--- src/design/ins_sort_pkg.sv ---
// Package with shared constants and controller/datapath interface types of the insertion sorter.
package ins_sort_pkg;

    // Default capacity and stored value width.
    localparam int unsigned DEPTH_DEF      = 32;
    localparam int unsigned DATA_WIDTH_DEF = 32;
    // Width of the external value ports.
    localparam int unsigned PORT_WIDTH     = 32;

    // Controller states.
    typedef enum logic {
        ST_IDLE,
        ST_EMIT
    } t_state;

    // Commands from the controller to the datapath.
    typedef struct packed {
        logic ins;    // insert the offered value
        logic shift;  // shift the store down by one entry
    } t_cmd;

    // Status from the datapath to the controller.
    typedef struct packed {
        logic count_one;  // exactly one entry held
    } t_status;

endpackage

--- src/design/ins_sort_ctrl.sv ---
// Controller state machine of the insertion sorter: collect values, then emit the set.
module ins_sort_ctrl
    import ins_sort_pkg::*;
(
    input  logic    i_clk,
    input  logic    i_rst_n,
    input  logic    start,
    input  logic    i_in_last,
    input  t_status i_status,
    output t_cmd    o_cmd,
    output logic    busy,
    output logic    o_strobe
);

    t_state r_state;
    t_state n_state;

    // State register.
    always_ff @(posedge i_clk) begin
        if (!i_rst_n) begin
            r_state <= ST_IDLE;
        end else begin
            r_state <= n_state;
        end
    end

    // Next state and commands.
    always_comb begin
        n_state     = r_state;
        o_cmd.ins   = 1'b0;
        o_cmd.shift = 1'b0;
        busy        = 1'b0;
        o_strobe    = 1'b0;
        case (r_state)
            ST_IDLE: begin
                if (start) begin
                    o_cmd.ins = 1'b1;
                    if (i_in_last) begin
                        n_state = ST_EMIT;
                    end
                end
            end
            ST_EMIT: begin
                busy        = 1'b1;
                o_strobe    = 1'b1;
                o_cmd.shift = 1'b1;
                if (i_status.count_one) begin
                    n_state = ST_IDLE;
                end
            end
            default: begin
                n_state = ST_IDLE;
            end
        endcase
    end

`ifndef SYNTHESIS
    // Emission always ends on a single held entry and returns to idle.
    a_emit_exit: assert property (@(posedge i_clk) disable iff (!i_rst_n)
        (r_state == ST_EMIT) && i_status.count_one |=> (r_state == ST_IDLE))
        else $error("controller did not leave emission after the final beat");
    // Insert and shift are never commanded together.
    a_cmd_excl: assert property (@(posedge i_clk) disable iff (!i_rst_n)
        !(o_cmd.ins && o_cmd.shift))
        else $error("insert and shift commanded in the same cycle");
    // A last item that is taken starts emission in the next cycle.
    a_last_emit: assert property (@(posedge i_clk) disable iff (!i_rst_n)
        start && !busy && i_in_last |=> o_strobe)
        else $error("emission did not follow a last item");
`endif

endmodule

--- src/design/ins_sort_dp.sv ---
// Datapath of the insertion sorter: chain of compare-and-shift cells, fill count and overflow flag.
module ins_sort_dp
    import ins_sort_pkg::*;
#(
    parameter int unsigned DEPTH      = DEPTH_DEF,
    parameter int unsigned DATA_WIDTH = DATA_WIDTH_DEF
) (
    input  logic                         i_clk,
    input  logic                         i_rst_n,
    input  t_cmd                         i_cmd,
    input  logic signed [PORT_WIDTH-1:0] i_in_value,
    output t_status                      o_status,
    output logic signed [PORT_WIDTH-1:0] o_out_value,
    output logic                         o_out_last,
    output logic                         o_out_dropped
);

    localparam int unsigned CW = $clog2(DEPTH + 1);
    localparam int unsigned XW = (DATA_WIDTH > PORT_WIDTH) ? DATA_WIDTH : PORT_WIDTH;

    logic signed [DATA_WIDTH-1:0] r_store [DEPTH];
    logic signed [DATA_WIDTH-1:0] n_store [DEPTH];
    logic [CW-1:0]                r_count;
    logic [CW-1:0]                n_count;
    logic                         r_overflow;
    logic                         n_overflow;

    logic signed [XW-1:0]         in_ext;
    logic signed [DATA_WIDTH-1:0] new_val;
    logic signed [XW-1:0]         out_ext;
    logic [DEPTH-1:0]             gt;
    logic                         full;
    logic                         do_ins;

    // Input value widened, then cut to the stored width.
    assign in_ext  = XW'(i_in_value);
    assign new_val = in_ext[DATA_WIDTH-1:0];

    assign full     = (r_count == CW'(DEPTH));
    assign do_ins   = i_cmd.ins && !full;

    // Each cell compares its held value with the new one; ties keep arrival order.
    always_comb begin
        for (int i = 0; i < DEPTH; i++) begin
            gt[i] = (CW'(i) < r_count) && (r_store[i] > new_val);
        end
    end

    // Next contents of the cell chain.
    always_comb begin
        for (int i = 0; i < DEPTH; i++) begin
            n_store[i] = r_store[i];
            if (i_cmd.shift) begin
                if (i < DEPTH - 1) begin
                    n_store[i] = r_store[(i + 1) % DEPTH];
                end
            end else if (do_ins) begin
                if ((i > 0) && gt[(i + DEPTH - 1) % DEPTH]) begin
                    n_store[i] = r_store[(i + DEPTH - 1) % DEPTH];
                end else if (gt[i] || (CW'(i) == r_count)) begin
                    n_store[i] = new_val;
                end
            end
        end
    end

    // Fill count and overflow flag.
    always_comb begin
        n_count    = r_count;
        n_overflow = r_overflow;
        if (i_cmd.shift) begin
            n_count = r_count - CW'(1);
            if (r_count == CW'(1)) begin
                n_overflow = 1'b0;
            end
        end else if (i_cmd.ins) begin
            if (full) begin
                n_overflow = 1'b1;
            end else begin
                n_count = r_count + CW'(1);
            end
        end
    end

    always_ff @(posedge i_clk) begin
        for (int i = 0; i < DEPTH; i++) begin
            r_store[i] <= n_store[i];
        end
    end

    always_ff @(posedge i_clk) begin
        if (!i_rst_n) begin
            r_count    <= '0;
            r_overflow <= 1'b0;
        end else begin
            r_count    <= n_count;
            r_overflow <= n_overflow;
        end
    end

    // Status and result beat taken from the head cell.
    assign o_status.count_one = (r_count == CW'(1));
    assign out_ext            = XW'(r_store[0]);
    assign o_out_value        = out_ext[PORT_WIDTH-1:0];
    assign o_out_last         = o_status.count_one;
    assign o_out_dropped      = o_status.count_one && r_overflow;

`ifndef SYNTHESIS
    // The fill count never passes the capacity.
    a_count_max: assert property (@(posedge i_clk) disable iff (!i_rst_n)
        r_count <= CW'(DEPTH))
        else $error("fill count beyond capacity");
    // Shifting out happens only while entries are held.
    a_shift_nonempty: assert property (@(posedge i_clk) disable iff (!i_rst_n)
        i_cmd.shift |-> (r_count != '0))
        else $error("shift with an empty store");
    // An insert into a store with room grows the count by one.
    a_ins_grow: assert property (@(posedge i_clk) disable iff (!i_rst_n)
        i_cmd.ins && !full |=> (r_count == $past(r_count) + CW'(1)))
        else $error("insert did not grow the fill count");
`endif

endmodule

--- src/design/insertion_sorter_unit.sv ---
// Top level of the insertion sorter: controller and cell-chain datapath.
//
//   Channel  Direction  Handshake                  Payload
//   item     in         start high, busy low       i_in_value, i_in_last
//   result   out        o_strobe high              o_out_value, o_out_last, o_out_dropped
//
// An item is taken while busy is low; the cell chain compares and shifts in parallel, so
// items without the last mark may follow back to back.
// After a last item, the set leaves one beat a cycle from the head cell, and busy stays
// high until the last beat has left.
// Reset is synchronous and active low; it empties the store and clears the overflow flag.
// The receiver cannot stall: every beat is taken in the cycle its strobe is high.
module insertion_sorter_unit
    import ins_sort_pkg::*;
#(
    parameter int unsigned DEPTH      = DEPTH_DEF,
    parameter int unsigned DATA_WIDTH = DATA_WIDTH_DEF
) (
    input  logic                         i_clk,
    input  logic                         i_rst_n,
    input  logic                         start,
    output logic                         busy,
    input  logic signed [PORT_WIDTH-1:0] i_in_value,
    input  logic                         i_in_last,
    output logic                         o_strobe,
    output logic signed [PORT_WIDTH-1:0] o_out_value,
    output logic                         o_out_last,
    output logic                         o_out_dropped
);

    t_cmd    cmd;
    t_status status;

    // Sequencing of collection and emission.
    ins_sort_ctrl u_ctrl (
        .i_clk     (i_clk),
        .i_rst_n   (i_rst_n),
        .start     (start),
        .i_in_last (i_in_last),
        .i_status  (status),
        .o_cmd     (cmd),
        .busy      (busy),
        .o_strobe  (o_strobe)
    );

    // Sorted store and counters.
    ins_sort_dp #(
        .DEPTH      (DEPTH),
        .DATA_WIDTH (DATA_WIDTH)
    ) u_dp (
        .i_clk         (i_clk),
        .i_rst_n       (i_rst_n),
        .i_cmd         (cmd),
        .i_in_value    (i_in_value),
        .o_status      (status),
        .o_out_value   (o_out_value),
        .o_out_last    (o_out_last),
        .o_out_dropped (o_out_dropped)
    );

endmodule

--- config.mk ---
export PLATFORM = sky130hd
export DESIGN_NAME = insertion_sorter_unit
export DESIGN_NICKNAME = d
export VERILOG_FILES = /design/src/design/ins_sort_pkg.sv /design/src/design/ins_sort_ctrl.sv /design/src/design/ins_sort_dp.sv /design/src/design/insertion_sorter_unit.sv
export SDC_FILE = /design/constraint.sdc
export NUM_CORES = 2
export LEC_CHECK = 0
export ABC_CLOCK_PERIOD_IN_PS = 9600
export BUFFER_PORTS_ARGS = -buffer_cell sky130_fd_sc_hd__buf_2
export CAP_MARGIN = 5
export CELL_PAD_IN_SITES_DETAIL_PLACEMENT = 1
export CELL_PAD_IN_SITES_GLOBAL_PLACEMENT = 2
export CORE_MARGIN = 3
export CORE_UTILIZATION = 43
export CTS_BUF_LIST = sky130_fd_sc_hd__clkbuf_16
export DETAILED_ROUTE_END_ITERATION = 6
export PLACE_DENSITY_LB_ADDON = 0.08
export SETUP_SLACK_MARGIN = 0.05
export SLEW_MARGIN = 20
export SYNTH_ARGS = -nofsm -noshare
export SYNTH_HDL_FRONTEND = slang
export SYNTH_SLANG_ARGS = --single-unit
--- constraint.sdc ---
create_clock -name i_clk -period 9.6 [get_ports i_clk]
set_clock_uncertainty 0.15 [all_clocks]
set_input_delay 1.44 -clock i_clk [delete_from_list [all_inputs] [get_ports i_clk]]
set_output_delay 1.44 -clock i_clk [all_outputs]
set_load 0.01 [all_outputs]
Yosys cells after proc, flatten, opt, wreduce, memory -nomap -nowiden
Memory sizes are Yosys's and may differ from the RTL's.
Index checks and enable logic that the tools add are counted.
{"block": "word_totals", "reg_bits": 8, "ramBits": 1024, "input_bits": 36, "wordCells": 319, "n_memories": 1}
{"name": "u_dp.r_store", "depth": 32, "width": 32, "read_ports": 32, "rd_clocked_by_memory_dff": 0, "write_ports": 32, "line_no": "ins_sort_dp.sv:21", "source": "logic signed [DATA_WIDTH-1:0] r_store [DEPTH];"}
{"block": "classes", "add_sub_neg": 2, "n_lt_le_gt_ge": 64, "n_eq_ne": 35, "muxes": 141, "bitwise": 1, "reduce_logical": 72}
{"op": "32-bit 2-to-1 mux", "count": 127}
{"op": "32-bit greater-than comparator", "count": 32}
{"op": "5-bit by 6-bit == test with 1-bit output, first input constant", "count": 16}
{"op": "5-bit by 6-bit less-than comparator with 1-bit output, first input constant", "count": 16}
{"op": "4-bit by 6-bit == test with 1-bit output, first input constant", "count": 8}
{"op": "4-bit by 6-bit less-than comparator with 1-bit output, first input constant", "count": 8}
{"op": "1-bit logical AND", "count": 34}
{"op": "1-bit logical OR", "count": 32}
{"op": "3-bit by 6-bit == test with 1-bit output, first input constant", "count": 4}
{"op": "3-bit by 6-bit less-than comparator with 1-bit output, first input constant", "count": 4}
{"op": "6-bit 2-to-1 mux", "count": 3}
{"op": "2-bit by 6-bit == test with 1-bit output, first input constant", "count": 2}
{"op": "1-bit by 6-bit less-than comparator with 1-bit output, first input constant", "count": 2}
{"op": "2-bit by 6-bit less-than comparator with 1-bit output, first input constant", "count": 2}
{"op": "1-bit 2-to-1 mux", "count": 10}
{"op": "6-bit by 1-bit adder with 6-bit output, second input constant", "count": 1}
{"op": "1-bit by 6-bit == test with 1-bit output, first input constant", "count": 1}
{"op": "6-bit by 1-bit == test with 1-bit output, second input constant", "count": 1}
{"op": "6-bit == test, second input constant", "count": 1}
{"op": "6-bit logical NOT", "count": 1}
{"op": "6-bit by 1-bit subtractor with 6-bit output, second input constant", "count": 1}
{"op": "2-bit nonzero test", "count": 2}
{"op": "3-bit AND reduction", "count": 1}
{"op": "2-bit by 1-bit != test with 1-bit output, second input constant", "count": 1}
{"op": "other kinds (5)", "count": 5}

Longest topological paths before layout
{"block": "depth", "word_depth": 7, "depth_mapped": 13, "ltp_nobuf": 10}

Modules after synthesis
A second synthesis with hierarchy kept.
{"block": "hier_totals", "cells_unflattened": 7165, "hier_area_um2": 75257.2}
{"mod": "ins_sort_dp", "instances": 1, "cells_each": 7158, "area_per_inst_um2": 75195.9}
{"mod": "ins_sort_ctrl", "instances": 1, "cells_each": 7, "area_per_inst_um2": 61.3}

Worst setup path before layout
No wires, ideal clock.
{"block": "synth_timing", "path_kind": "input-to-reg", "startpoint": "input i_in_value[31]", "endpoint": "memory u_dp.r_store[7][0] (netlist name), enable pin", "setup_ps": 466, "arrival_time_ps": 6585, "required_ps": 8984, "setup_slack_ps": 2399, "path_stages": 13, "path_buffers": 3, "path_cell_list": "clkbuf_1 inv_1 ha_1 nand4_1 nor2_1 a221o_1 a211o_1 or3_1 a21boi_1 buf_6 buf_12 a311oi_1 o21ai_0"}
{"element": "from (decl)", "line_no": "insertion_sorter_unit.sv:23", "source": "input logic signed [PORT_WIDTH-1:0] i_in_value,"}
{"element": "to (decl)", "line_no": "ins_sort_dp.sv:21"}

==> insert_results.sql <==
INSERT INTO impl_metrics (metric_group, metric, value, unit) VALUES
('placement', 'detailedPlacementHpwl', '240.6', 'mm'),
('critical_path', 'worst_r2r_path_depth', '8', ''),
('cts', 'cts.repair.resized', '0', ''),
('power', 'powerDensity', '197.7', 'mW/mm²'),
('synth', 'synthesis.yosys.warnings', '0', ''),
('cts', 'cts_hold_repair.buffers', '0', ''),
('finish', 'area_delta_synth_final', '9.104', '%'),
('floorplan', 'standard_cell_rows', '153', ''),
('routing', 'detailroute.via_count', '64731', ''),
('routing', 'dr_wl_met3', '25.81', 'mm'),
('power', 'net_sw_power', '5.889', 'mW'),
('synth', 'ys_async_sr_fraction', '0', '%'),
('cts', 'tritoncts', 'yes', ''),
('sta', 'unrepaired_setup_endpoints_after_global_routing', 'no', ''),
('synth', 'syn_area', '0.07555', 'mm²'),
('synth', 'syn_inst', '7507', ''),
('routing', 'antenna_left', '0', ''),
('finish', 'multi_input_combinational_cell_area', '0.04184', 'mm²'),
('finish', 'register_area', '0.03091', 'mm²'),
('routing', 'firstDrtPassIters', '5', ''),
('routing', 'avgRoutedWirePerCell', '33.71', 'µm'),
('placement', 'buffer_ports.inserted', '71', ''),
('global_routing', 'grt_use_total', '35.90', '%'),
('cts', 'clk-insertion-delay-late', '0.80', 'ns'),
('routing', 'drc', '0', ''),
('placement', 'finalWeightedCongestion', '0.9318', ''),
('floorplan', 'dieHeight', '425.2', 'µm'),
('sta', 'period_minus_slack', '6.421', 'ns'),
('critical_path', 'critPathCapture', 'u_dp.r_store[2][26]', ''),
('synth', 'synth.lib_cells_used.distinct', '91', ''),
('synth', 'synth-seq-cells', '1032', ''),
('routing', 'vias_per_cell', '6.591', ''),
('routing', 'top_routing_layer_in_use', 'met5', ''),
('critical_path', 'crit_fanout', '33', ''),
('synth', 'dominantRegCellSynth', 'sky130_fd_sc_hd__edfxtp_1', ''),
('finish', 'layout.cells.most_common', 'sky130_fd_sc_hd__nand2_1', ''),
('power', 'ir_worst_vdd', '0.1301', 'mV'),
('synth', 'synth_top_area_share', '40.70', '%'),
('critical_path', 'r2r_setup_slack', '4.72', 'ns'),
('critical_path', 'cp-end-kind', 'flip-flop', ''),
('global_routing', 'grt_start_max_net_pins', '192', ''),
('routing', 'drt-met1-wl', '131.8', 'mm'),
('floorplan', 'initial_utilization', '43.37', '%'),
('critical_path', 'setup_cp_type', 'in2reg', ''),
('synth', 'seq_area_frac_synth', '40.91', '%'),
('sta', 'tns', '0', 'ns'),
('cts', 'cts_inserted_buffers', '139', ''),
('critical_path', 'critical_path_required', '9.88', 'ns'),
('sta', 'setup_viol', '0', ''),
('finish', 'final_nets', '8449', ''),
('floorplan', 'dieArea', '0.1808', 'mm²'),
('routing', 'drt-initial-drc-count', '6287', ''),
('power', 'sw_ratio', '36.14', '%'),
('global_routing', 'grt_overflow', '0', ''),
('sta', 'max_slew.worst_pin.slew', '1.166', 'ns'),
('synth', 'synth_top_cell_by_area', 'sky130_fd_sc_hd__edfxtp_1', ''),
('power', 'cell_internal_pwr', '10.40', 'mW'),
('cts', 'cts-root-buf', 'sky130_fd_sc_hd__clkbuf_16', ''),
('power', 'sequential_fraction_of_design_power', '41.5', '%'),
('global_routing', 'antenna_violations_before_repair', '19', ''),
('critical_path', 'crit-reg2reg-capture', 'u_dp.r_store[4][88]', ''),
('hold_path', 'timing.hold.worst.class', 'reg2reg', ''),
('sta', 'slew_limit_headroom', '21.55', '%'),
('routing', 'met2WireLength', '150.7', 'mm'),
('job', 'max_cap_violations', '0', ''),
('sta', 'hold_violations', '0', ''),
('critical_path', 'cp_data_arrival_time', '6.70', 'ns'),
('power', 'share_comb_of_total_power', '27.7', '%'),
('sta', 'timing.final.max_slew_violations', '0', ''),
('cts', 'clock_pin_slew_of_the_registers_on_the_worst_case_setup_and_hold_paths', '0.06', 'ns'),
('status', 'status', 'complete, no violations', '');
[cell usage after synthesis, drive strengths merged, types with 121 or more instances]
cell,n
inv,132
mux2i,657
o211ai,163
ha,1028
a21oi,494
nand4,222
nand2,1283
o221ai,121
o21ai,858
clkbuf,324
nand3,279
buf,195
edfxtp,1024
[kinds of logic after synthesis]
logic type / Yosys count / synth area share (%)
AND/OR/NAND/NOR: 2154 / 13.07
AO/OA/AOI/OAI: 1976 / 15.75
flip-flops: 1032 / 40.91
adder cells (fa/ha/maj): 1028 / 17.02
multiplexers: 661 / 8.781
buffers and inverters: 651 / 4.409
XOR/XNOR: 5 / 0.05797
[registers in the layout, summed over array words and instances, names as in the netlist]
signal,flops
u_dp.r_store,1024
u_dp.r_count,6
u_ctrl.r_state,1
u_dp.r_overflow,1
[through the flow]
step                      power [mW]  hold slack [ns]  instance area, µm²  std cells
after floorplan                9.388           0.2966               75550       7507
after global placement         11.00           0.3062               77860       9557
after detailed placement       11.20           0.3374               77880       9558
after CTS                      16.22           0.3515               82090       9797
after global routing           16.99           0.4026               82400       9809
final                          16.29           0.3540               82430       9821
[worst min-delay path by stage]
stage | startpoint | to | slack, ns | cells after the start
3_3_place_gp | u_dp.r_overflow | u_dp.r_overflow | 0.31 | 2
3_5_place_dp | u_dp.r_overflow | u_dp.r_overflow | 0.34 | 2
4_1_cts | u_dp.r_overflow | u_dp.r_overflow | 0.35 | 2
2_1_floorplan | u_dp.r_overflow | u_dp.r_overflow | 0.30 | 2
5_1_grt | u_dp.r_overflow | u_dp.r_overflow | 0.40 | 2
6_report | u_dp.r_overflow | u_dp.r_overflow | 0.35 | 2
[power by group through the flow]
stage / sequential [mW] / combinational [mW] / clock [mW]
finish: 6.76 / 4.52 / 5.02
global placement: 6.83 / 4.17 / 0
floorplan: 6.40 / 2.98 / 0
global route: 6.79 / 4.96 / 5.24
CTS: 6.74 / 4.40 / 5.07
detailed placement: 6.83 / 4.38 / 0
[area by class of cell]
| cell class | count | area share (%) |
|---|---|---|
| clock buffers | 143 | 4.341 |
| multi-input cells | 5824 | 50.76 |
| well taps | 2325 | 3.529 |
| repair buffers | 256 | 2.453 |
| clock inverters | 96 | 0.7620 |
| flip-flops and latches | 1032 | 37.50 |
| diodes | 13 | 0.03947 |
| inverters | 132 | 0.6102 |
[worst max-delay path, stage by stage]
cell                       delay (ns)
sky130_fd_sc_hd__buf_2           0.07
sky130_fd_sc_hd__buf_4           0.54
sky130_fd_sc_hd__inv_2           0.46
sky130_fd_sc_hd__buf_4           0.39
sky130_fd_sc_hd__ha_1            0.38
sky130_fd_sc_hd__nand2_1         0.05
sky130_fd_sc_hd__nor4_1          0.52
sky130_fd_sc_hd__nor3b_1         0.69
sky130_fd_sc_hd__nand2b_1        0.16
sky130_fd_sc_hd__a32oi_2         0.24
sky130_fd_sc_hd__buf_4           0.41
sky130_fd_sc_hd__or2_1           0.18
sky130_fd_sc_hd__buf_4           0.40
sky130_fd_sc_hd__o21a_1          0.21
sky130_fd_sc_hd__buf_4           0.42
[per-layer routing]
metal	vias to the layer above	track usage, %
met1	33001	44.77
met5	-	0
met4	16	21.63
li1	28426	-
met3	731	7.499
met2	2557	57.18
No activity file was read; power rests on OpenSTA's default activity.
